`src/rtl/core/abm_pkg.sv`:
```
package abm_pkg;

  localparam int MAX_VERTICES = 64;
  localparam int VERTEX_W     = 6;
  localparam int COUNT_W      = 7;
  localparam int EDGES_W      = 13;
  localparam int CFG_INDEX_W  = 2;
  localparam int CFG_DATA_W   = 7;
  localparam int IN_DATA_W    = 16;
  localparam int IN_USER_W    = 2;
  localparam int OUT_DATA_W   = 24;

  localparam logic [COUNT_W-1:0] VCOUNT_RESET = COUNT_W'(MAX_VERTICES);
  localparam logic [COUNT_W-1:0] VCOUNT_MAX   = COUNT_W'(MAX_VERTICES);

  localparam logic [CFG_INDEX_W-1:0] CFG_VERTEX_COUNT = 2'd0;
  localparam logic [CFG_INDEX_W-1:0] CFG_IS_DIRECTED  = 2'd1;

  typedef enum logic [1:0] {
    FUNC_ADD   = 2'd0,
    FUNC_QUERY = 2'd1,
    FUNC_FIRST = 2'd2,
    FUNC_NEXT  = 2'd3
  } func_t;

  typedef struct packed {
    logic accept;
    logic resolve;
    logic mirror;
    logic emit;
  } cmd_t;

  typedef struct packed {
    logic need_mirror;
    logic out_free;
  } stat_t;

endpackage

```
`src/rtl/core/abm_ctrl.sv`:
```
module abm_ctrl (
  input  logic          clk,
  input  logic          rst,
  input  logic          s_tvalid,
  output logic          s_tready,
  input  abm_pkg::stat_t stat,
  output abm_pkg::cmd_t  cmd
);
  import abm_pkg::*;

  typedef enum logic [1:0] {
    ST_IDLE,
    ST_LOOKUP,
    ST_MIRROR,
    ST_FINISH
  } state_t;

  state_t state;
  logic   in_ready;

  assign s_tready    = in_ready;
  assign cmd.accept  = in_ready && s_tvalid;
  assign cmd.resolve = (state == ST_LOOKUP);
  assign cmd.mirror  = (state == ST_MIRROR);
  assign cmd.emit    = (state == ST_FINISH) && stat.out_free;

  always_ff @(posedge clk) begin
    if (rst) begin
      state    <= ST_IDLE;
      in_ready <= 1'b1;
    end else begin
      unique case (state)
        ST_IDLE: begin
          if (cmd.accept) begin
            state    <= ST_LOOKUP;
            in_ready <= 1'b0;
          end
        end
        ST_LOOKUP: begin
          if (stat.need_mirror) begin
            state <= ST_MIRROR;
          end else begin
            state <= ST_FINISH;
          end
        end
        ST_MIRROR: begin
          state <= ST_FINISH;
        end
        ST_FINISH: begin
          if (stat.out_free) begin
            state    <= ST_IDLE;
            in_ready <= 1'b1;
          end
        end
        default: begin
          state    <= ST_IDLE;
          in_ready <= 1'b1;
        end
      endcase
    end
  end

endmodule

```
`config.mk`:
```
export PLATFORM = sky130hd
export DESIGN_NAME = abm_ctrl
export DESIGN_NICKNAME = d
export VERILOG_FILES = /design/src/rtl/core/abm_pkg.sv /design/src/rtl/core/abm_ctrl.sv
export SDC_FILE = /design/constraint.sdc
export NUM_CORES = 1
export LEC_CHECK = 0
export ABC_AREA = 1
export ABC_CLOCK_PERIOD_IN_PS = 3200
export BUFFER_PORTS_ARGS = -buffer_cell sky130_fd_sc_hd__buf_2
export CAP_MARGIN = 20
export CORE_AREA = 2 2 39 41
export DETAILED_ROUTE_END_ITERATION = 6
export DIE_AREA = 0 0 41 43
export GPL_TIMING_DRIVEN = 0
export PLACE_DENSITY = 0.38
export RECOVER_POWER = 25
export SETUP_SLACK_MARGIN = 0.2
export SYNTH_ARGS = -nofsm -noshare
export SYNTH_HDL_FRONTEND = slang
export SYNTH_SLANG_ARGS = --single-unit
```
`constraint.sdc`:
```
create_clock -name clk -period 3.2 [get_ports clk]
set_input_delay 0.32 -clock clk [delete_from_list [all_inputs] [get_ports clk]]
set_output_delay 0.32 -clock clk [all_outputs]
set_load 0.01 [all_outputs]
```
==> results of run 1 <==
[kinds of logic (layout without fill, tap and decap cells)]
logic type | count (synthesis) | in the layout
AO/OA/AOI/OAI | 3 | 3
adder cells (fa/ha/maj) | 6 | 6
buffers and inverters | 10 | 23
flip-flops | 3 | 3
AND/OR/NAND/NOR | 15 | 15
[cell usage in the layout (no fill, tap or decap), drive strengths merged]
| cell | synthesis | routed |
|---|---|---|
| nor2 | 2 | 2 |
| buf | 0 | 7 |
| o21ai | 2 | 2 |
| dfxtp | 3 | 3 |
| ha | 6 | 6 |
| clkbuf | 0 | 6 |
| clkinv | 1 | 1 |
| nand2 | 10 | 10 |
| inv | 9 | 9 |
| a21oi | 1 | 1 |
| nand3 | 3 | 3 |
[stage by stage]
stage	cell area (µm²)	util (%)	hold slack [ns]
after global placement	322	23.2	0.493
after floorplan	256	-	0.389
final	345	25.0	0.262
after detailed placement	322	23.2	0.488
after global routing	345	25.0	0.264
after CTS	348	25.1	0.261
[sequential cells by signal, indices dropped and copies added, names as in the netlist]
register  count
state         2
s_tready      1
[how the worst max path moves through the flow]
stage	start	to	slack (ns)	cells after the start
2_1_floorplan	state[0]	s_tready	2.08	6
3_3_place_gp	state[0]	s_tready	1.91	6
3_5_place_dp	state[0]	s_tready	1.93	6
4_1_cts	state[1]	cmd[2]	1.73	3
5_1_grt	state[1]	cmd[2]	1.67	3
6_report	state[1]	cmd[2]	1.76	3
[worst register-to-register path, stage by stage, from the launching register on]
cell	delay, ns
dfxtp_1	0.42
inv_1	0.12
ha_1	0.23
nand2_2	0.09
nand2_2	0.07
o21ai_1	0.12
nand3_1	0.07
[layer usage]
layer  wire length [µm]  vias to the layer above  global-route usage [%]  share of wire (%)
li1                   -                      133                       -                  -
met1                205                      105                    8.31                 43
met2                235                        5                    9.38                 50
met3                 33                        0                    3.14                7.0
met4                  0                        0                    4.00                  0
met5                  0                        -                       0                  0
[report_power, final]
part / switching, W / internal, W / total [W]
Combinational: 0.0000804 / 0.0000553 / 0.000136
Sequential: 0.0000192 / 0.0000541 / 0.0000733
Clock: 0.0000205 / 0.0000468 / 0.0000673
[final cells by class]
type	instances	area share, %
clock buffer	4	7.61
multi-input combinational	24	45.7
tap	16	5.80
sequential	3	17.4
inverter	10	11.2
timing repair buffer	9	12.3
==> results.toml, run 1 <==
[run_status]
outcome = "finished clean"

[placement]
place.gp.congestion = 0.631
port_buffers = 9
dpl_worst_slack_ns = 1.93
hpwl_um = 382
numPlacedInstances = 62

[drt]
antenna_left = 0
routed_wl_um = 474
drt_iter0_drc = 1
first_pass_iters = 2
vias = 243
drc = 0
viasPerCell = 3.68
wire_per_inst_um = 7.18

[sta]
finalMaxSlewViolations = 0
setup_violations = 0
slew_headroom_pct = 85.9
hold_viol = 0
timing.final.crit_share_pct = 44.9
fin_setup_tns_ns = 0
worst_slack_ns = 1.76
skew_ns = 0.00488
worst_pin_slew_ns = 0.212
fin_crit_ns = 1.44
rsz0062_at_grt = "no"
fmax_ghz = 0.696

[synth]
ys_seq_elements = 3
post-synth-top-area-cell = "ha_1"
synth_top_area_share_pct = 29.3
syn_area_per_cell_um2 = 6.93
synth_fa_ha_area_share_pct = 29.3
synthArstFlopShare_pct = 0
synth_edf_count = 0
synth_commonest_cells = "inv_1 (9), nand2_1 (7), ha_1 (6)"
ys_warn_count = 0
ys_seq_area_share_pct = 23.4
synth_most_common_cell = "inv_1"
syn_area_um2 = 256
yosys-top-cells-area = "ha_1 (29%), dfxtp_1 (23%), inv_1 (13%)"
synth-compound-area-share_pct = 5.85
ys_types = 10
synth_ff_type = "dfxtp_1"
synthMuxAreaShare_pct = 0
synth_simple_gate_area_share_pct = 26.3
synthCells = 37
synth_top_family_by_area = "adder cells"
synth_xor_area_share_pct = 0
synth_nets = 48

[floorplanning]
coreArea_um2 = 1380
die_y_um = 43
fp.dieW_um = 41
initial_core_util_pct = 18.5
dieArea_um2 = 1760
num_rows = 14
io_pins = 10

[worst_setup_path]
path_max_fanout = 6
path_cells = "inv_1 > ha_1 > buf_2"
end_kind = "primary output"
cp_num_buf_inv = 2
critPathMaxStageDelay_ns = 0.42
critPathTopFamily = "flip-flops"
rr_worst_depth = 6
required_ns = 2.88
r2r_start = "state[0]"
crit_slowest_cell = "dfxtp_1"
cp-start-kind = "register"
worstReg2RegEnd = "s_tready"
worstSetupPathType = "register to primary output"
reg2reg_slack_ns = 1.94
arrival_ns = 1.12

[clock_tree]
clockRootBuffer = "clkbuf_4"
clk_pin_slew_ns = 0.04
cts_tree = "yes"
cts_resized = 0
ctsLongestPathBuffers = 2
clk-insertion-delay-late_ns = 0.23
cts_buffers = 3
post_cts_buffers = 0
cts-htree-levels = 1
cts_sinks = 3
ctsHoldBuffers = 0

[finish]
drive_gt1_share_pct = 28.0
seq_area_um2 = 60.1
nets = 62
area_delta_synth_final_pct = 34.6
fillers = 166
n_antenna_cell = 0
multi_input_area_um2 = 158
fin_cells = 66

[min_path]
min_to = "state[0]"
hold_start = "rst"
hold_depth = 2
hp-class = "primary input to register"

[flow_run]
maxCapViolCount = 0

[power]
power_w = 0.000276
ir_drop_mv = 0.248
powerDensity_nw_per_um2 = 800
p_leak_nw = 0.212

[grt]
track_usage_pct = 6.81
grt_max_degree = 7
grt_pass1_vias = 209
grt_overflow = 0
grt_pass1_wl_um = 779
antenna_found_initial = 0
(Power assumes the default switching activity.)
==> inputs of run 2 (changes only) <==
- ABC_CLOCK_PERIOD_IN_PS: 3200 -> 1300
- PLACE_DENSITY: 0.38 -> 0.39
- clock period: 3.2 -> 1.3 ns (I/O delays scaled with it)
==> run 2 against run 1 <==
Register-to-register slack lost 1.7 ns. Largest power group unchanged. Critical path depth is the same. Routed wire length grew 6.1%. Power grew to 3.0 times the previous value. Hold slack lost 0.19 ns. Clock-buffer cell count is the same. Worst setup slack lost 1.6 ns. Combinational power grew to 3.4 times the previous value. Flip-flop and latch count is the same. First-iteration DRC count grew 100%.
==> results.toml, run 2 (same netlist as run 1, synthesis figures left out) <==
[min_path]
hold_start = "rst"
hold_depth = 2
hp-class = "primary input to register"

[grt]
use_met2_pct = 10.0
grt_pass1_vias = 208
track_usage_pct = 7.11
globalRouteMet3Util_pct = 4.71
grt_overflow = 0
antenna_found_initial = 0
grt_util_met1_pct = 7.67
grt_pass1_wl_um = 807
grt_busiest_layer = "met2"
grt_max_degree = 6

[placement]
place.gp.congestion = 0.659
numPlacedInstances = 62
hpwl_um = 398
port_buffers = 9

[finish]
nets = 63
area_delta_synth_final_pct = 63.9
regMostFlops = "state"
fin_cells = 67
n_antenna_cell = 0
largest_reg_flops = 2
drive_gt1_share_pct = 51.0
final_cell_mix = "nand2_1 (6), inv_1 (6), buf_2 (4)"

[floorplanning]
num_rows = 14
fp.dieW_um = 41
die_y_um = 43
io_pins = 10
initial_core_util_pct = 18.5
dieArea_um2 = 1760
coreArea_um2 = 1380

[clock_tree]
cts_sinks = 3
cts_tree = "yes"
cts_buffers = 3
clk-insertion-delay-late_ns = 0.23
clk_pin_slew_ns = 0.03
clockRootBuffer = "clkbuf_4"
ctsLongestPathBuffers = 2
cts-htree-levels = 1

[sta]
slew_headroom_pct = 91.1
hold_viol = 0
setup_violations = 0
skew_ns = 0.00227
fin_setup_tns_ns = 0
finalMaxSlewViolations = 0
fin_crit_ns = 1.09
fmax_ghz = 0.916
timing.final.crit_share_pct = 84.0
worst_pin_slew_ns = 0.134
rsz0062_at_grt = "yes"

[worst_setup_path]
end_kind = "primary output"
crit_slowest_cell = "dfxtp_4"
critPathMaxStageDelay_ns = 0.39
rr_worst_depth = 7
arrival_ns = 0.96
crit_start = "state[0]"
path_max_fanout = 5
reg2reg_slack_ns = 0.23
required_ns = 1.17
r2r_start = "state[0]"
cp-start-kind = "register"
worstSetupPathType = "register to primary output"
path_cells = "inv_4 > ha_2 > buf_6"

[flow_run]
maxCapViolCount = 0

[drt]
drc = 0
routed_wl_um = 503
antenna_left = 0
drt_iter0_drc = 2
vias = 252
first_pass_iters = 3
viasPerCell = 3.76
wire_per_inst_um = 7.51

[run_status]
outcome = "finished clean"

[power]
ir_drop_mv = 0.405
p_leak_nw = 0.220
powerDensity_nw_per_um2 = 1980
-- run 2: final timing paths --
path,endpoint
max reg2reg,state[1]
min,state[0]
max,cmd[1]
min reg2reg,s_tready
-- run 2: final cells by class --
class | count | area (µm²)
clock buffer | 4 | 26.3
multi-input combinational | 24 | 194
timing repair buffer | 10 | 68.8
sequential | 3 | 67.6
tap | 16 | 20.0
inverter | 10 | 43.8
fill | 166 | 963
-- run 2: critical path: cells and delay by family, from the launching register on --
kind | cells | cell delay, ns
adders and majority gates | 1 | 0.18
buffers and inverters | 2 | 0.16
DFF | 1 | 0.39
-- run 2: per-stage QoR --
step / setup WS [ns] / hold slack [ns] / total power (W) / cell area, µm² / utilization [%]
final: 0.208 / 0.0745 / 0.000831 / 420 / 30.4
after floorplan: 0.233 / 0.192 / 0.000440 / 259 / -
after CTS: 0.168 / 0.0736 / 0.000738 / 368 / 26.6
after global routing: 0.166 / 0.0674 / 0.000912 / 420 / 30.4
after global placement: 0.0871 / 0.311 / 0.000545 / 324 / 23.4
after detailed placement: 0.119 / 0.317 / 0.000538 / 324 / 23.4
-- run 2: per-layer routing --
metal | wire length (µm) | vias to the layer above
met5 | 0 | -
met4 | 0 | 0
met3 | 16 | 0
met2 | 271 | 4
met1 | 215 | 109
li1 | - | 139
-- run 2: power breakdown --
group | switching (W) | internal, W
combinational | 0.000242 | 0.000216
sequential | 0.0000693 | 0.000147
clock | 0.0000420 | 0.000115
-- run 2: repair_timing --
action / CTS / global route
resized for setup: 6 / 13
pin swaps: 0 / 1
setup endpoints to repair: 6 / 5
hold buffers: 0 / 0
setup buffers: 1 / 0
cloned: 0 / 0
